--- src/aph_pkg.sv ---
// Shared types and constants for the autoscale peak hold tracker.
// Used by aph_track, aph_limit and autoscale_peak_hold_tracker.
`default_nettype none

package aph_pkg;

  localparam int DATA_W = 32;
  localparam int WEIGHT_W = 16;
  localparam int CFG_INDEX_W = 8;
  localparam int CFG_DATA_W = 16;

  localparam logic signed [DATA_W-1:0] MOST_POS = {1'b0, {(DATA_W-1){1'b1}}};
  localparam logic signed [DATA_W-1:0] MOST_NEG = {1'b1, {(DATA_W-1){1'b0}}};

  typedef enum logic [1:0] {
    POL_FULL   = 2'd0,
    POL_DECAY  = 2'd1,
    POL_HOLD   = 2'd2,
    POL_FROZEN = 2'd3
  } policy_t;

  localparam logic [CFG_INDEX_W-1:0] REG_HOLD_POLICY  = 8'd0;
  localparam logic [CFG_INDEX_W-1:0] REG_DECAY_WEIGHT = 8'd1;

  localparam policy_t POLICY_RESET = POL_DECAY;
  localparam logic [WEIGHT_W-1:0] WEIGHT_RESET = 16'd66;

  typedef struct packed {
    logic signed [DATA_W-1:0] sample;
    logic                     last;
  } sample_t;

  typedef struct packed {
    logic signed [DATA_W-1:0] held_max;
    logic signed [DATA_W-1:0] held_min;
    logic signed [DATA_W-1:0] frame_max;
    logic signed [DATA_W-1:0] frame_min;
  } result_t;

  typedef struct packed {
    logic signed [DATA_W-1:0] fmax;
    logic signed [DATA_W-1:0] fmin;
  } frame_t;

endpackage

`default_nettype wire

--- src/aph_track.sv ---
// Input register and running frame extremes; hands a frame word on at frame end.
// Depends on aph_pkg.
`default_nettype none

module aph_track (
  input  wire                  clk,
  input  wire                  rst,
  input  wire                  smp_valid,
  output logic                 smp_ready,
  input  wire aph_pkg::sample_t smp,
  output logic                 frm_valid,
  input  wire                  frm_ready,
  output aph_pkg::frame_t      frm
);

  logic                                 s1_valid;
  aph_pkg::sample_t                     s1;
  logic signed [aph_pkg::DATA_W-1:0]    running_max;
  logic signed [aph_pkg::DATA_W-1:0]    running_min;
  logic signed [aph_pkg::DATA_W-1:0]    max_next;
  logic signed [aph_pkg::DATA_W-1:0]    min_next;
  logic                                 frm_free;
  logic                                 s1_go;

  assign max_next = (s1.sample > running_max) ? s1.sample : running_max;
  assign min_next = (s1.sample < running_min) ? s1.sample : running_min;

  assign frm_free  = !frm_valid || frm_ready;
  assign s1_go     = s1_valid && (!s1.last || frm_free);
  assign smp_ready = !s1_valid || s1_go;

  always_ff @(posedge clk) begin
    if (rst) begin
      s1_valid <= 1'b0;
    end else if (smp_ready) begin
      s1_valid <= smp_valid;
    end
    if (smp_ready && smp_valid) begin
      s1 <= smp;
    end
  end

  always_ff @(posedge clk) begin
    if (rst) begin
      running_max <= aph_pkg::MOST_NEG;
      running_min <= aph_pkg::MOST_POS;
    end else if (s1_go) begin
      if (s1.last) begin
        running_max <= aph_pkg::MOST_NEG;
        running_min <= aph_pkg::MOST_POS;
      end else begin
        running_max <= max_next;
        running_min <= min_next;
      end
    end
  end

  always_ff @(posedge clk) begin
    if (rst) begin
      frm_valid <= 1'b0;
    end else if (frm_free) begin
      frm_valid <= s1_go && s1.last;
    end
    if (frm_free && s1_go && s1.last) begin
      frm.fmax <= max_next;
      frm.fmin <= min_next;
    end
  end

endmodule

`default_nettype wire

--- src/aph_limit.sv ---
// Held limit update per policy and the result register.
// Depends on aph_pkg.
`default_nettype none

module aph_limit (
  input  wire                              clk,
  input  wire                              rst,
  input  wire aph_pkg::policy_t            policy,
  input  wire [aph_pkg::WEIGHT_W-1:0]      weight,
  input  wire                              frm_valid,
  output logic                             frm_ready,
  input  wire aph_pkg::frame_t             frm,
  output logic                             res_valid,
  input  wire                              res_ready,
  output aph_pkg::result_t                 res
);

  localparam int DIFF_W = aph_pkg::DATA_W + 1;
  localparam int PROD_W = DIFF_W + aph_pkg::WEIGHT_W + 1;

  logic signed [aph_pkg::DATA_W-1:0]     limit_high;
  logic signed [aph_pkg::DATA_W-1:0]     limit_low;
  logic signed [aph_pkg::DATA_W-1:0]     limit_high_next;
  logic signed [aph_pkg::DATA_W-1:0]     limit_low_next;
  logic signed [aph_pkg::DATA_W-1:0]     high_decay;
  logic signed [aph_pkg::DATA_W-1:0]     low_decay;
  logic signed [DIFF_W-1:0]              diff_high;
  logic signed [DIFF_W-1:0]              diff_low;
  logic signed [aph_pkg::WEIGHT_W:0]     weight_s;
  logic signed [PROD_W-1:0]              prod_high;
  logic signed [PROD_W-1:0]              prod_low;
  logic signed [PROD_W-1:0]              step_high;
  logic signed [PROD_W-1:0]              step_low;
  logic                                  take;

  assign weight_s  = $signed({1'b0, weight});
  assign diff_high = DIFF_W'(frm.fmax) - DIFF_W'(limit_high);
  assign diff_low  = DIFF_W'(frm.fmin) - DIFF_W'(limit_low);
  assign prod_high = PROD_W'(diff_high) * PROD_W'(weight_s);
  assign prod_low  = PROD_W'(diff_low) * PROD_W'(weight_s);
  assign step_high = prod_high >>> aph_pkg::WEIGHT_W;
  assign step_low  = prod_low >>> aph_pkg::WEIGHT_W;
  assign high_decay = limit_high + step_high[aph_pkg::DATA_W-1:0];
  assign low_decay  = limit_low + step_low[aph_pkg::DATA_W-1:0];

  always_comb begin
    limit_high_next = limit_high;
    limit_low_next  = limit_low;
    case (policy)
      aph_pkg::POL_FULL: begin
        limit_high_next = frm.fmax;
        limit_low_next  = frm.fmin;
      end
      aph_pkg::POL_DECAY: begin
        limit_high_next = (frm.fmax > limit_high) ? frm.fmax : high_decay;
        limit_low_next  = (frm.fmin < limit_low) ? frm.fmin : low_decay;
      end
      aph_pkg::POL_HOLD: begin
        if (frm.fmax > limit_high) limit_high_next = frm.fmax;
        if (frm.fmin < limit_low) limit_low_next = frm.fmin;
      end
      default: begin
      end
    endcase
  end

  assign frm_ready = !res_valid || res_ready;
  assign take      = frm_valid && frm_ready;

  always_ff @(posedge clk) begin
    if (rst) begin
      res_valid  <= 1'b0;
      limit_high <= aph_pkg::MOST_NEG;
      limit_low  <= aph_pkg::MOST_POS;
    end else begin
      if (frm_ready) res_valid <= frm_valid;
      if (take) begin
        limit_high <= limit_high_next;
        limit_low  <= limit_low_next;
      end
    end
    if (take) begin
      res.held_max  <= limit_high_next;
      res.held_min  <= limit_low_next;
      res.frame_max <= frm.fmax;
      res.frame_min <= frm.fmin;
    end
  end

endmodule

`default_nettype wire

--- src/autoscale_peak_hold_tracker.sv ---
// Top level of the autoscale peak hold tracker: config registers and pipeline.
// Depends on aph_pkg, aph_track and aph_limit.
//
// Usage:
//   smp channel (smp_valid/smp_ready/smp) takes one sample word per cycle
//   when smp_ready is high; smp.last marks the final sample of its frame.
//   res channel (res_valid/res_ready/res) returns one word per frame with the
//   held limits after the frame update and the frame max and min.
//   cfg channel (cfg_valid/cfg_ready/cfg_index/cfg_data) writes hold_policy
//   (index 0) and decay_weight (index 1); cfg_ready is always high and other
//   indexes are dropped. Write only while no frame is in flight.
// Path: the result word passes the input register, frame register and
//   result register after the edge that accepts the last sample of a frame.
// Throughput: one sample per cycle unless stalled; frames of one sample too.
// Reset clears the pipeline, running extremes and held limits (opposite
//   extremes, so the first frame sets them) and loads policy 1, weight 66.
// When res_ready is low the result word holds; samples keep flowing until
//   a second frame end backs up the frame register, then smp_ready drops.
`default_nettype none

module autoscale_peak_hold_tracker (
  input  wire                                  clk,
  input  wire                                  rst,
  input  wire                                  smp_valid,
  output logic                                 smp_ready,
  input  wire aph_pkg::sample_t                smp,
  output logic                                 res_valid,
  input  wire                                  res_ready,
  output aph_pkg::result_t                     res,
  input  wire                                  cfg_valid,
  output logic                                 cfg_ready,
  input  wire [aph_pkg::CFG_INDEX_W-1:0]       cfg_index,
  input  wire [aph_pkg::CFG_DATA_W-1:0]        cfg_data
);

  aph_pkg::policy_t                  hold_policy;
  logic [aph_pkg::WEIGHT_W-1:0]      decay_weight;
  logic                              frm_valid;
  logic                              frm_ready;
  aph_pkg::frame_t                   frm;

  assign cfg_ready = 1'b1;

  always_ff @(posedge clk) begin
    if (rst) begin
      hold_policy  <= aph_pkg::POLICY_RESET;
      decay_weight <= aph_pkg::WEIGHT_RESET;
    end else if (cfg_valid) begin
      if (cfg_index == aph_pkg::REG_HOLD_POLICY) begin
        hold_policy <= aph_pkg::policy_t'(cfg_data[1:0]);
      end else if (cfg_index == aph_pkg::REG_DECAY_WEIGHT) begin
        decay_weight <= cfg_data[aph_pkg::WEIGHT_W-1:0];
      end
    end
  end

  aph_track u_track (
    .clk       (clk),
    .rst       (rst),
    .smp_valid (smp_valid),
    .smp_ready (smp_ready),
    .smp       (smp),
    .frm_valid (frm_valid),
    .frm_ready (frm_ready),
    .frm       (frm)
  );

  aph_limit u_limit (
    .clk       (clk),
    .rst       (rst),
    .policy    (hold_policy),
    .weight    (decay_weight),
    .frm_valid (frm_valid),
    .frm_ready (frm_ready),
    .frm       (frm),
    .res_valid (res_valid),
    .res_ready (res_ready),
    .res       (res)
  );

  a_frame_order: assert property (@(posedge clk) disable iff (rst)
    res_valid |-> res.frame_max >= res.frame_min)
    else $error("frame max below frame min");

  a_full_policy: assert property (@(posedge clk) disable iff (rst)
    (res_valid && hold_policy == aph_pkg::POL_FULL) |->
      (res.held_max == res.frame_max && res.held_min == res.frame_min))
    else $error("full policy held limits differ from frame limits");

  a_hold_bounds: assert property (@(posedge clk) disable iff (rst)
    (res_valid && (hold_policy == aph_pkg::POL_DECAY ||
                   hold_policy == aph_pkg::POL_HOLD)) |->
      (res.held_max >= res.frame_max && res.held_min <= res.frame_min))
    else $error("held limits inside frame limits");

  a_stall_cause: assert property (@(posedge clk) disable iff (rst)
    !smp_ready |-> (res_valid && !res_ready && frm_valid))
    else $error("input stalled without a full pipeline");

endmodule

`default_nettype wire

--- config.mk ---
export PLATFORM = sky130hd
export DESIGN_NAME = autoscale_peak_hold_tracker
export DESIGN_NICKNAME = d
export VERILOG_FILES = /design/src/aph_pkg.sv /design/src/aph_track.sv /design/src/aph_limit.sv /design/src/autoscale_peak_hold_tracker.sv
export SDC_FILE = /design/constraint.sdc
export NUM_CORES = 2
export LEC_CHECK = 0
export ABC_CLOCK_PERIOD_IN_PS = 14900
export BUFFER_PORTS_ARGS = -buffer_cell sky130_fd_sc_hd__buf_2
export CAP_MARGIN = 30
export CELL_PAD_IN_SITES_DETAIL_PLACEMENT = 0
export CELL_PAD_IN_SITES_GLOBAL_PLACEMENT = 1
export CORE_MARGIN = 5
export CORE_UTILIZATION = 50
export CTS_CLUSTER_DIAMETER = 40
export CTS_CLUSTER_SIZE = 40
export DETAILED_ROUTE_END_ITERATION = 8
export PLACE_DENSITY = 0.83
export SLEW_MARGIN = 30
export SYNTH_ARGS = -nofsm -noshare
export SYNTH_HDL_FRONTEND = slang
export SYNTH_SLANG_ARGS = --single-unit
--- constraint.sdc ---
create_clock -name clk -period 14.9 [get_ports clk]
set_input_delay 3.725 -clock clk [delete_from_list [all_inputs] [get_ports clk]]
set_output_delay 3.725 -clock clk [all_outputs]
set_load 0.01 [all_outputs]
==> flow_summary.ini <==
[hold_path]
holdPathStages = 2
holdCritPathClass = reg2reg

[finish]
seq_area_sq_mm = 0.00977
area_delta_synth_final_pct = 8.90
layout-drive-gt1-share_pct = 8.52
finish.net_count = 7581
final_cell_count_no_fill = 7676
fillers = 10100
final_cell_mix = 1330 x inv_1, 981 x fa_1, 718 x nand2_1
fin_util_pct = 54.7
multiInputGateArea_sq_mm = 0.0408
final_common_cell = inv_1

[timing]
fmax_mhz = 80.1
timing.setup.tns_ns = 0
hold_viol_final = 0
rsz0062_at_grt = no
fin_crit_ns = 12.49
final-setup-viol-count = 0
timing.final.ws_setup_ns = 2.41
relSlewSlack_pct = 33.9
clock_skew_ns = 0.0286
worstMarginPinSlew_ns = 0.987
drv_slew = 0
period_share_pct = 83.8

[clock_network]
post_cts_buffers = 0
cts_root_buffer = clkbuf_16
cts_sinks = 374
cts_tree = done
clkTransAtPathRegs_ns = 0.07
post_cts_resized = 0
htreeDepth = 2
postCtsHoldBufs = 0
numCtsBuffers = 59
clock_latency_ns = 0.67
clock_path_buffers = 3

[global_route]
grt_pass1_wl_um = 256000
grt_max_degree = 112
grt_pass1_vias = 44700
grt_usage_pct = 27.2
antenna_found_initial = 2
grt_overflow_total = 0

[drt]
via_per_inst = 5.49
ant_nets = 0
drc = 0
drt-total-wl_um = 161000
num_vias = 42100
first_pass_iters = 5
drt_iter0_markers = 3115
wl_per_cell_um = 20.9

[logic_synthesis]
yosys-top-cells-area = fa_1 35%, edfxtp_1 12%, ha_1 9.2%, inv_1 8.9%, and2_1 5.3%
synth_edf_count = 225
synth_top_area_share_pct = 34.9
syn_avg_cell_area_sq_um = 9.35
ys.flop_type = edfxtp_1
ys_seq_elements = 374
ys_seq_area_share_pct = 17.3
synth_area_sq_mm = 0.0563
synth_cells = 6022
synth_cell_types = 84
async_flop_share_pct = 0
synth_largest_area_cell = fa_1
yosysWarnings = 0
synth_nets = 7481

[power]
ir_drop_mv = 0.107
p_leak_nw = 30.0
p_total_mw = 5.93
swShare_pct = 44.9
p_sw_mw = 2.66
seqPwrFrac_pct = 20.8
p_per_area_mw_per_mm2 = 96.6
power_frac_comb_pct = 55.2
power.internal_mw = 3.27
p_clk_share_pct = 24.0

[placed_design]
port_buffers = 191
place_inst = 7560
place.gp.congestion = 0.902
place_ws_ns = 2.52
dp_hpwl_um = 121000

[floorplanning]
dieArea_sq_mm = 0.119
fp.dieW_um = 346
die_h_um = 346
core_area_sq_mm = 0.112
rows = 123
start_util_pct = 50.2
io-pin-count = 193

[setup_path]
rr_worst_depth = 49
worstPathRequired_ns = 15.29
end_kind = flip-flop
cpMaxStageDelayCell = o21ai_0
slowest_delay_ns = 0.59
critPathArrivalTime_ns = 12.88
crit_type = reg2reg
cp-start-kind = flip-flop
cp_max_fo = 16

[job]
cap_violations = 0

[run_status]
outcome = complete, no violations
per-layer routing:
metal / global-route usage (%) / vias up / wire (um) / part of all wire [%]
li1: - / 18900 / - / -
met5: 0 / - / 0 / 0
met2: 44.1 / 1628 / 74600 / 46
met4: 7.73 / 0 / 5050 / 3.1
met1: 37.8 / 21400 / 68500 / 43
met3: 4.73 / 239 / 12500 / 7.8
logic make-up after synthesis:
family,synth area share (%)
AOI/OAI and AO/OA,9.53
and+or+nand+nor,14.5
adders and majority gates,44.1
muxes,0.959
xor gates and xnor gates,2.93
DFF,17.3
buffers and inverters,10.7
other,0.00666
through the flow:
step / cell area, sq um / hold slack (ns)
after CTS: 61300 / 0.479
after detailed placement: 59200 / 0.464
after global placement: 59100 / 0.461
final: 61300 / 0.478
after global routing: 61300 / 0.492
after floorplan: 56300 / 0.449
area by class of cell:
cell class                 count  area share, %
inverter                    1331           8.16
antenna                        3         0.0122
timing repair buffer         293           2.92
clock inverter                44          0.824
tap                         1500           3.06
clock buffer                  68           2.56
sequential                   374           15.9
multi-input combinational   4063           66.5
power groups by stage:
stage               combinational [mW]  sequential [mW]  clock, mW
finish                            3.27             1.24       1.42
global route                      3.62             1.24       1.49
CTS                               3.23             1.23       1.45
detailed placement                3.19             1.25          0
global placement                  3.16             1.25          0
floorplan                         2.28             1.24          0
registers in the layout, summed over array words and instances, names as in the netlist, 2 cells and up:
name	flops
u_track.running_max	32
u_limit.limit_low	32
u_track.running_min	32
hold_policy	2
u_track.frm	64
u_limit.limit_high	32
u_limit.res	128
u_track.s1	33
decay_weight	16
cell usage after synthesis, types with 13 or more instances:
library cell  number
inv_1           1330
fa_1             982
nand2_1          718
and2_1           481
ha_1             415
edfxtp_1         225
clkbuf_1         224
nor2_1           206
a21oi_1          176
dfxtp_1          149
xnor2_1          138
o21ai_0          104
a21o_1            91
nor2b_1           70
o21a_1            49
xor2_1            48
nand2b_1          46
nor3_1            37
nand3_1           36
a22o_1            33
mux2_2            32
o32a_1            31
o211ai_1          29
nand4_1           28
a221oi_2          26
a211oi_1          25
o21bai_1          25
buf_2             20
mux2i_1           18
o22ai_1           17
and3_1            15
a31oi_1           14
o21ai_1           14
a222oi_1          13
path summary, 6_finish.rpt:
kind,endpoint,from,slack [ns]
max,u_limit.res[95],u_limit.limit_low[1],2.41
min,u_limit.limit_high[15],u_limit.limit_high[15],0.48
max reg2reg,u_limit.res[95],u_limit.limit_low[1],2.41
min reg2reg,u_limit.limit_high[15],u_limit.limit_high[15],0.48
critical path: cells and delay by family, from the launching register on:
kind,cells,cell delay [ns]
xor+xnor,3,0.75
simple gates,10,1.69
compound gates,19,4.43
buf+inv,8,0.85
fa+ha+maj,9,4.05
flops,1,0.42
(Power assumes the default switching activity.)
